## config.mk

```make
export PLATFORM = sky130hd
export DESIGN_NAME = signed_int_to_decimal_ascii_top
export DESIGN_NICKNAME = d
export VERILOG_FILES = /design/src/rtl/sida_pkg.sv /design/src/rtl/sida_cell.sv /design/src/rtl/signed_int_to_decimal_ascii_top.sv
export SDC_FILE = /design/constraint.sdc
export NUM_CORES = 1
export LEC_CHECK = 0
export ABC_CLOCK_PERIOD_IN_PS = 7300
export BUFFER_PORTS_ARGS = -buffer_cell sky130_fd_sc_hd__buf_2
export CORE_ASPECT_RATIO = 1.1
export CORE_UTILIZATION = 60
export DETAILED_ROUTE_END_ITERATION = 10
export PLACE_DENSITY_LB_ADDON = 0.3
export RECOVER_POWER = 25
export SYNTH_ARGS = -nofsm -noshare
export SYNTH_HDL_FRONTEND = slang
export SYNTH_SLANG_ARGS = --single-unit
```

## constraint.sdc

```tcl
create_clock -name i_clk -period 7.3 [get_ports i_clk]
set_clock_uncertainty 0.2 [all_clocks]
set_input_delay 1.095 -clock i_clk [delete_from_list [all_inputs] [get_ports i_clk]]
set_output_delay 1.095 -clock i_clk [all_outputs]
set_load 0.03 [all_outputs]
```

## src/rtl/sida_pkg.sv

```systemverilog
// Package for the signed integer to decimal ASCII converter.
// Holds the character codes, the controller state type and the cell control bundle.
// No dependencies.
`timescale 1ns / 1ps

package sida_pkg;

    // Width of one BCD digit cell
    localparam int BCD_W = 4;

    // ASCII codes
    localparam logic [6:0] CHAR_MINUS = 7'd45;
    localparam logic [6:0] CHAR_ZERO  = 7'd48;

    // Controller states
    typedef enum logic [1:0] {
        ST_IDLE,
        ST_CONV,
        ST_EMIT
    } t_state;

    // Control shared by every cell of the digit chain
    typedef struct packed {
        logic clear;    // zero all digits
        logic dabble;   // add-3 adjust, then shift one bit in from below
        logic shift;    // move whole digits one place toward the top
    } t_cell_ctrl;

endpackage

```

## src/rtl/sida_cell.sv

```systemverilog
// One BCD digit cell of the shift-and-add-3 chain.
// Depends on sida_pkg for the digit width and the control bundle.
`timescale 1ns / 1ps

module sida_cell (
    input  logic                         i_clk,
    input  sida_pkg::t_cell_ctrl         i_ctrl,
    input  logic                         i_carry,
    input  logic [sida_pkg::BCD_W-1:0]   i_digit,
    output logic                         o_carry,
    output logic [sida_pkg::BCD_W-1:0]   o_digit
);

    logic [sida_pkg::BCD_W-1:0] r_digit;
    logic [sida_pkg::BCD_W-1:0] adj;

    // Add 3 when the digit would reach 10 or more after the shift
    always_comb begin
        adj = (r_digit >= 4'd5) ? (r_digit + 4'd3) : r_digit;
    end

    assign o_carry = adj[sida_pkg::BCD_W-1];
    assign o_digit = r_digit;

    // Digit register
    always_ff @(posedge i_clk) begin
        if (i_ctrl.clear) begin
            r_digit <= '0;
        end else if (i_ctrl.dabble) begin
            r_digit <= {adj[sida_pkg::BCD_W-2:0], i_carry};
        end else if (i_ctrl.shift) begin
            r_digit <= i_digit;
        end
    end

endmodule

```

## src/rtl/signed_int_to_decimal_ascii_top.sv

```systemverilog
// Top level of the signed integer to decimal ASCII converter.
// Depends on sida_pkg and sida_cell (a chain of BCD digit cells).
`timescale 1ns / 1ps
//
// Usage:
//   Drive i_value and raise start while busy is low; the item is taken at
//   that clock edge and busy rises on the next cycle.
//   The text comes out one character per strobe on o_valid, most significant
//   first: '-' for a negative value, then the digits with leading zeros
//   dropped. o_last_char marks the final character. Zero gives a single '0'.
//   Each character is present for exactly one cycle; the receiver must take
//   it then, there is no back-pressure.
// Timing:
//   The minus sign appears in the cycle after the accept edge. The magnitude is
//   then shifted through the digit chain one bit per cycle, after which the
//   chain shifts one digit per cycle toward the output, emitting each
//   significant digit.
//   The block takes no new item until the last digit position has been
//   emitted and busy has fallen; the bit-serial conversion through the
//   cell chain sets how long one item occupies it.
// Reset:
//   i_rst_n low (synchronous) returns the controller to idle; any item in
//   progress is dropped and no further characters are emitted.

module signed_int_to_decimal_ascii_top #(
    parameter int VALUE_BITS = 32
) (
    input  logic                         i_clk,
    input  logic                         i_rst_n,
    input  logic                         start,
    input  logic signed [VALUE_BITS-1:0] i_value,
    output logic                         busy,
    output logic                         o_valid,
    output logic [6:0]                   o_char_code,
    output logic                         o_last_char
);

    // Digits needed for a magnitude of up to 2^(VALUE_BITS-1)
    localparam int NUM_DIGITS = (VALUE_BITS * 3) / 10 + 1;
    localparam int CNT_W      = $clog2(VALUE_BITS);
    localparam int DCNT_W     = $clog2(NUM_DIGITS);

    sida_pkg::t_state r_state, n_state;
    logic [VALUE_BITS-1:0] r_mag, n_mag;
    logic                  r_neg, n_neg;
    logic                  r_lead, n_lead;
    logic [CNT_W-1:0]      r_cnt, n_cnt;
    logic [DCNT_W-1:0]     r_dcnt, n_dcnt;

    sida_pkg::t_cell_ctrl            cell_ctrl;
    logic [NUM_DIGITS:0]             carry;
    logic [sida_pkg::BCD_W-1:0]      dig [NUM_DIGITS];
    logic [sida_pkg::BCD_W-1:0]      top_digit;
    logic                            last_pos;
    logic                            emit_digit;

    // Digit chain: bit carries and whole digits both move upward
    assign carry[0] = r_mag[VALUE_BITS-1];

    for (genvar g = 0; g < NUM_DIGITS; g++) begin : g_cell
        logic [sida_pkg::BCD_W-1:0] below;
        if (g == 0) begin : g_first
            assign below = '0;
        end else begin : g_rest
            assign below = dig[g-1];
        end
        sida_cell u_cell (
            .i_clk   (i_clk),
            .i_ctrl  (cell_ctrl),
            .i_carry (carry[g]),
            .i_digit (below),
            .o_carry (carry[g+1]),
            .o_digit (dig[g])
        );
    end

    assign top_digit  = dig[NUM_DIGITS-1];
    assign last_pos   = (r_dcnt == DCNT_W'(NUM_DIGITS - 1));
    assign emit_digit = (r_state == sida_pkg::ST_EMIT)
                        && (last_pos || !r_lead || (top_digit != '0));

    // Next state and datapath registers
    always_comb begin
        n_state = r_state;
        n_mag   = r_mag;
        n_neg   = r_neg;
        n_lead  = r_lead;
        n_cnt   = r_cnt;
        n_dcnt  = r_dcnt;
        case (r_state)
            sida_pkg::ST_IDLE: begin
                if (start) begin
                    n_neg   = i_value[VALUE_BITS-1];
                    n_mag   = i_value[VALUE_BITS-1] ? (~i_value + 1'b1) : i_value;
                    n_cnt   = '0;
                    n_state = sida_pkg::ST_CONV;
                end
            end
            sida_pkg::ST_CONV: begin
                n_mag = {r_mag[VALUE_BITS-2:0], 1'b0};
                n_cnt = r_cnt + 1'b1;
                if (r_cnt == CNT_W'(VALUE_BITS - 1)) begin
                    n_dcnt  = '0;
                    n_lead  = 1'b1;
                    n_state = sida_pkg::ST_EMIT;
                end
            end
            sida_pkg::ST_EMIT: begin
                n_dcnt = r_dcnt + 1'b1;
                if (emit_digit) begin
                    n_lead = 1'b0;
                end
                if (last_pos) begin
                    n_state = sida_pkg::ST_IDLE;
                end
            end
            default: begin
                n_state = sida_pkg::ST_IDLE;
            end
        endcase
    end

    // Outputs and cell control
    always_comb begin
        cell_ctrl   = '0;
        o_valid     = 1'b0;
        o_char_code = sida_pkg::CHAR_ZERO;
        o_last_char = 1'b0;
        case (r_state)
            sida_pkg::ST_IDLE: begin
                cell_ctrl.clear = 1'b1;
            end
            sida_pkg::ST_CONV: begin
                cell_ctrl.dabble = 1'b1;
                if (r_neg && (r_cnt == '0)) begin
                    o_valid     = 1'b1;
                    o_char_code = sida_pkg::CHAR_MINUS;
                end
            end
            sida_pkg::ST_EMIT: begin
                cell_ctrl.shift = 1'b1;
                o_valid         = emit_digit;
                o_char_code     = sida_pkg::CHAR_ZERO + 7'(top_digit);
                o_last_char     = emit_digit && last_pos;
            end
            default: begin
                cell_ctrl = '0;
            end
        endcase
    end

    assign busy = (r_state != sida_pkg::ST_IDLE);

    // Control registers
    always_ff @(posedge i_clk) begin
        if (!i_rst_n) begin
            r_state <= sida_pkg::ST_IDLE;
            r_cnt   <= '0;
            r_dcnt  <= '0;
            r_lead  <= 1'b1;
        end else begin
            r_state <= n_state;
            r_cnt   <= n_cnt;
            r_dcnt  <= n_dcnt;
            r_lead  <= n_lead;
        end
    end

    // Payload registers
    always_ff @(posedge i_clk) begin
        r_mag <= n_mag;
        r_neg <= n_neg;
    end

    // Checks
    a_accept_busy: assert property (@(posedge i_clk) disable iff (!i_rst_n)
        (start && !busy) |=> busy)
        else $error("busy did not rise after an accepted item");

    a_last_ends: assert property (@(posedge i_clk) disable iff (!i_rst_n)
        (o_valid && o_last_char) |=> !busy)
        else $error("block still busy after the last character");

    a_idle_quiet: assert property (@(posedge i_clk) disable iff (!i_rst_n)
        !busy |-> !o_valid)
        else $error("character strobe while idle");

    a_minus_first: assert property (@(posedge i_clk) disable iff (!i_rst_n)
        (o_valid && (o_char_code == sida_pkg::CHAR_MINUS))
            |-> (r_state == sida_pkg::ST_CONV) && !o_last_char)
        else $error("minus sign outside the first conversion cycle");

    a_digit_range: assert property (@(posedge i_clk) disable iff (!i_rst_n)
        (r_state == sida_pkg::ST_EMIT) |-> (top_digit <= 4'd9))
        else $error("digit chain holds a non-decimal digit");

endmodule
```

Yosys cells after proc, flatten, opt, wreduce, memory -nomap -nowiden
Cells that the tools add are included.
Operators by class
  add/subtract/negate cells: 14
  bitwise operators: 1
  equality and inequality tests: 8
  $lt $le $gt $ge: 10
  reduce and logical (&&, ||, !) cells: 18
  multiplexer cells: 52
Operator list (count)
  $mux W4: 30
  $mux W32: 2
  $pmux W32 S2: 1
  $ge A4 B3 Y1 const B: 10
  $add A4 B2 Y4 const B: 9
  $add A32 B1 Y32 const B: 1
  $not A32 Y32: 1
  $pmux W7 S2: 1
  $mux W5: 2
  $pmux W5 S2: 1
  $ne A2 B2 Y1 const B: 4
  $pmux W4 S2: 1
  $reduce_bool A2 Y1: 4
  $add A6 B4 Y7 const A: 1
  $mux W1: 7
  $mux W2: 3
  $pmux W2 S3: 1
  $reduce_and A2 Y1: 3
  $reduce_and A3 Y1: 2
  $add A5 B1 Y5 const B: 1
  $eq A5 B5 Y1 const B: 1
  $logic_not A5 Y1: 1
  $add A4 B1 Y4 const B: 1
  $eq A4 B4 Y1 const B: 1
  other kinds (10): 14
Word-level totals
  input port bits: 35
  register bits: 85

Longest topological paths before layout
  depth in word-level cells: 6
  gate-level depth with buffers: 8
  gate-level depth less buffers: 8

Modules after synthesis
From an unflattened synthesis, not the netlist that was laid out.
Unflattened totals
  cells, all modules: 720
  area, all modules: 5979.5 µm²
Modules (own cells, without submodules)
  signed_int_to_decimal_ascii_top: cells each 370, sequential area each 1231.2 µm², times used 1, area an instance 3176.8 µm²
  sida_cell: cells each 35, sequential area each 80.1 µm², times used 10, area an instance 280.3 µm²

Worst setup path before layout
OpenSTA, ideal clock, no wires.
  path kind: input-to-reg
  start point: input start
  end point: register r_mag[0] (enable)
  required time: 6.679 ns
  cell stages on the path: 3
  setup slack: 3.844 ns
  path buffers: 1
  data arrival time: 2.835 ns
  path through: clkbuf_1 nor2b_1 nor2_1
On the way
  longest elaborated chain between the ends: 2
RTL lines
  start: declaration: line signed_int_to_decimal_ascii_top.sv:30  | input logic start,
  $ne A2 B2 Y1 (no line)
  $reduce_and A2 Y1 (no line)
  end signal: assignment: line signed_int_to_decimal_ascii_top.sv:171  | r_mag <= n_mag;
  end: declaration: line signed_int_to_decimal_ascii_top.sv:44  | logic [VALUE_BITS-1:0] r_mag, n_mag;
No other way between the ends.
A chain may end at the register's enable or synchronous reset.

Final worst setup path
  start point: register r_state[0]
  end point: output busy
On the way
  longest elaborated chain between the ends: 1
RTL lines
  start: declaration: line signed_int_to_decimal_ascii_top.sv:43  | sida_pkg::t_state r_state, n_state;
  start signal: assignment: line signed_int_to_decimal_ascii_top.sv:157  | r_state <= sida_pkg::ST_IDLE;
  start signal: assignment: line signed_int_to_decimal_ascii_top.sv:162  | r_state <= n_state;
  $reduce_bool A2 Y1: line signed_int_to_decimal_ascii_top.sv:152  | assign busy = (r_state != sida_pkg::ST_IDLE);
  end: declaration: line signed_int_to_decimal_ascii_top.sv:32  | output logic busy,
No other way between the ends.

==> impl_metrics.yaml <==
status:
  status: "finished with violations"
  violations: "max-capacitance violations, max-slew violations"
synthesis:
  yosysMostFrequentCell: "nor2_1"
  synthTopCellsByArea: "dfxtp_1, edfxtp_1, ha_1, o21ai_0, mux2i_1"
  synth_area_mm2: 0.00556
  yosysSeqAreaShare_pct: 36.6
  synth_edf_count: 33
  synth-async-reset-ratio_pct: 0
  synth_commonest_cells: "nor2_1, dfxtp_1, o21ai_0, nand2_1, inv_1"
  syn_avg_cell_area_um2: 8.55
  synth_warnings: 0
  syn-num-nets: 716
  synth_cell_types: 56
  synth_top_area_share_pct: 18.7
  yosysTopAreaCell: "dfxtp_1"
  syn_inst: 650
  synth-seq-cells: 85
  ys.flop_type: "dfxtp_1"
route:
  drtIter0Drc: 268
  wl_per_cell_um: 15.0
  wirelength_um: 11800
  first_pass_iters: 5
  drcViolationCount: 0
  vias_per_cell: 6.03
  vias: 4746
  ant_nets: 0
timing:
  period_needed_ps: 4310
  setup_violations: 0
  drv_slew: 42
  maxSlewHeadroom_pct: -6.55
  hold_viol: 0
  setup_ws_ps: 2990
  worst_hold_slack_ps: 279
  worst_pin_slew_ps: 1600
  finalSetupTns_ps: 0
  rsz0062_at_grt: "no"
  fmax_ghz: 0.232
  fin_crit_sh_pct: 59.0
placement:
  numPortBuffers: 42
  place_ws_ps: 3930
  placed_cells: 771
  place_congestion: 0.781
  dp_hpwl_um: 7910
  placed_area_mm2: 0.00580
clocking:
  clock-sinks: 85
  ctsHoldBuffers: 0
  cts_setup_buffers: 0
  tritoncts: "done"
  clockBufferDepth: 2
  clkTransAtPathRegs_ps: 80
  cts_buffers: 9
  cts_root_buf: "clkbuf_8"
  cts_max_level: 3
  clock_latency_ps: 380
  cts_resized: 0
pwr:
  swShare_pct: 36.5
  power_density_mw_per_mm2: 259
  p_seq_share_pct: 42.9
  internal_power_mw: 0.987
  p_leak_nw: 2.21
  ir_drop_mv: 0.141
  p_sw_mw: 0.568
  pwr-share-clk_pct: 24.0
  p_comb_share_pct: 33.0
grt:
  grt_pass1_vias: 4308
  antenna_found_initial: 0
  grtUsageTotal_pct: 25.8
  grt_max_degree: 86
  grt_pass1_wl_um: 19700
  grt_remaining_overflow: 0
worst_setup_path:
  cp.required_ps: 6000
  reg2reg_setup_slack_ps: 3360
  reg2reg_depth: 8
  setup.worst_path.end: "busy"
  regToRegEndpoint: "r_mag[29]"
  cp_max_fo: 41
  critPathLaunchType: "flop"
  cp-end-kind: "output port"
  startpoint: "r_state[0]"
  rr_startpoint: "r_state[1]"
  critPathKind: "reg -> out"
  critPathArrivalTime_ps: 3010
cells_and_area:
  n_fill_cell: 743
  final_area_mm2: 0.00600
  finish.net_count: 734
  syn2layout_area_growth_pct: 8.02
  seqCellArea_mm2: 0.00203
  diodes: 0
  multiInputGateArea_mm2: 0.00321
  instances_no_fill: 787
  drive_gt1_share_pct: 11.7
floorplan:
  coreArea_mm2: 0.00892
  die_area_mm2: 0.00965
  die_h_um: 103
  rows: 36
  die_w_um: 93.8
  boundaryPins: 45
  initial_core_util_pct: 62.3
flow_run:
  cap_violations: 2
min_path:
  hold_path_class: "reg -> reg"
-- power by group through the flow --
stage	sequential, mW	combinational, mW	clock, mW
after floorplan	0.660	0.404	0
after global placement	0.673	0.497	0
after detailed placement	0.677	0.516	0
after CTS	0.668	0.518	0.380
after global routing	0.679	0.580	0.401
final	0.668	0.514	0.374
-- routing by layer --
metal  vias up  share of wire (%)  global-route usage (%)
li1       2365                  -                       -
met3        21                3.0                    2.88
met2       100                 51                    45.6
met1      2260                 44                    31.2
met5         -                  0                       0
met4         0                2.1                    12.7
-- metrics by stage --
step | utilization, % | power, mW
finish | 67.3 | 1.56
global placement | 65.0 | 1.17
CTS | 67.5 | 1.57
detailed placement | 65.0 | 1.19
floorplan | - | 1.06
global route | 67.3 | 1.66
-- state kept, by name (all words and copies together), names as in the netlist --
name                   count
r_neg                      1
r_lead                     1
r_state                    2
r_dcnt                     4
r_mag                     32
g_cell.u_cell.o_digit     40
r_cnt                      5
-- cell families (layout without fill, tap and decap cells) --
kind of cell / Yosys count / in the layout / share of synthesized area (%)
AND/OR/NAND/NOR: 207 / 207 / 18.4
AO/OA/AOI/OAI: 177 / 177 / 20.8
flip-flops: 85 / 85 / 36.6
buffers and inverters: 82 / 105 / 5.72
XOR/XNOR: 34 / 34 / 5.36
multiplexers: 32 / 32 / 6.01
adder cells (fa/ha/maj): 31 / 31 / 6.98
other: 2 / 2 / 0.135
-- layout by cell type, fill, tap and decap left out, types with 24 or more instances in the layout --
master / count
o21ai_0: 52
dfxtp_1: 52
nor2_1: 63
buf_2: 41
ha_1: 31
nand3_1: 28
mux2i_1: 24
inv_1: 42
a21oi_1: 30
edfxtp_1: 33
nand2_1: 43
-- critical path: stages (launching register included) --
cell and delay (ps):
dfxtp_1 350, inv_1 90, ha_1 1240, clkinv_1 620, buf_2 340
-- layout make-up --
cell class                 count  area share [%]
inverter                      43            2.69
clock inverter                 3           0.667
tap                          114            2.38
sequential                    85            33.9
clock buffer                  13            3.02
multi-input combinational    483            53.5
timing repair buffer          46            3.92
-- worst min-delay path by stage --
stage | startpoint | end | depth (start not counted)
final | r_lead | r_lead | 2
after global routing | g_cell[9].u_cell.o_digit[1] | g_cell[9].u_cell.o_digit[1] | 2
after CTS | r_lead | r_lead | 2
after detailed placement | r_lead | r_lead | 2
after global placement | r_lead | r_lead | 2
after floorplan | r_lead | r_lead | 2
Power figures use the tool's default switching activity.
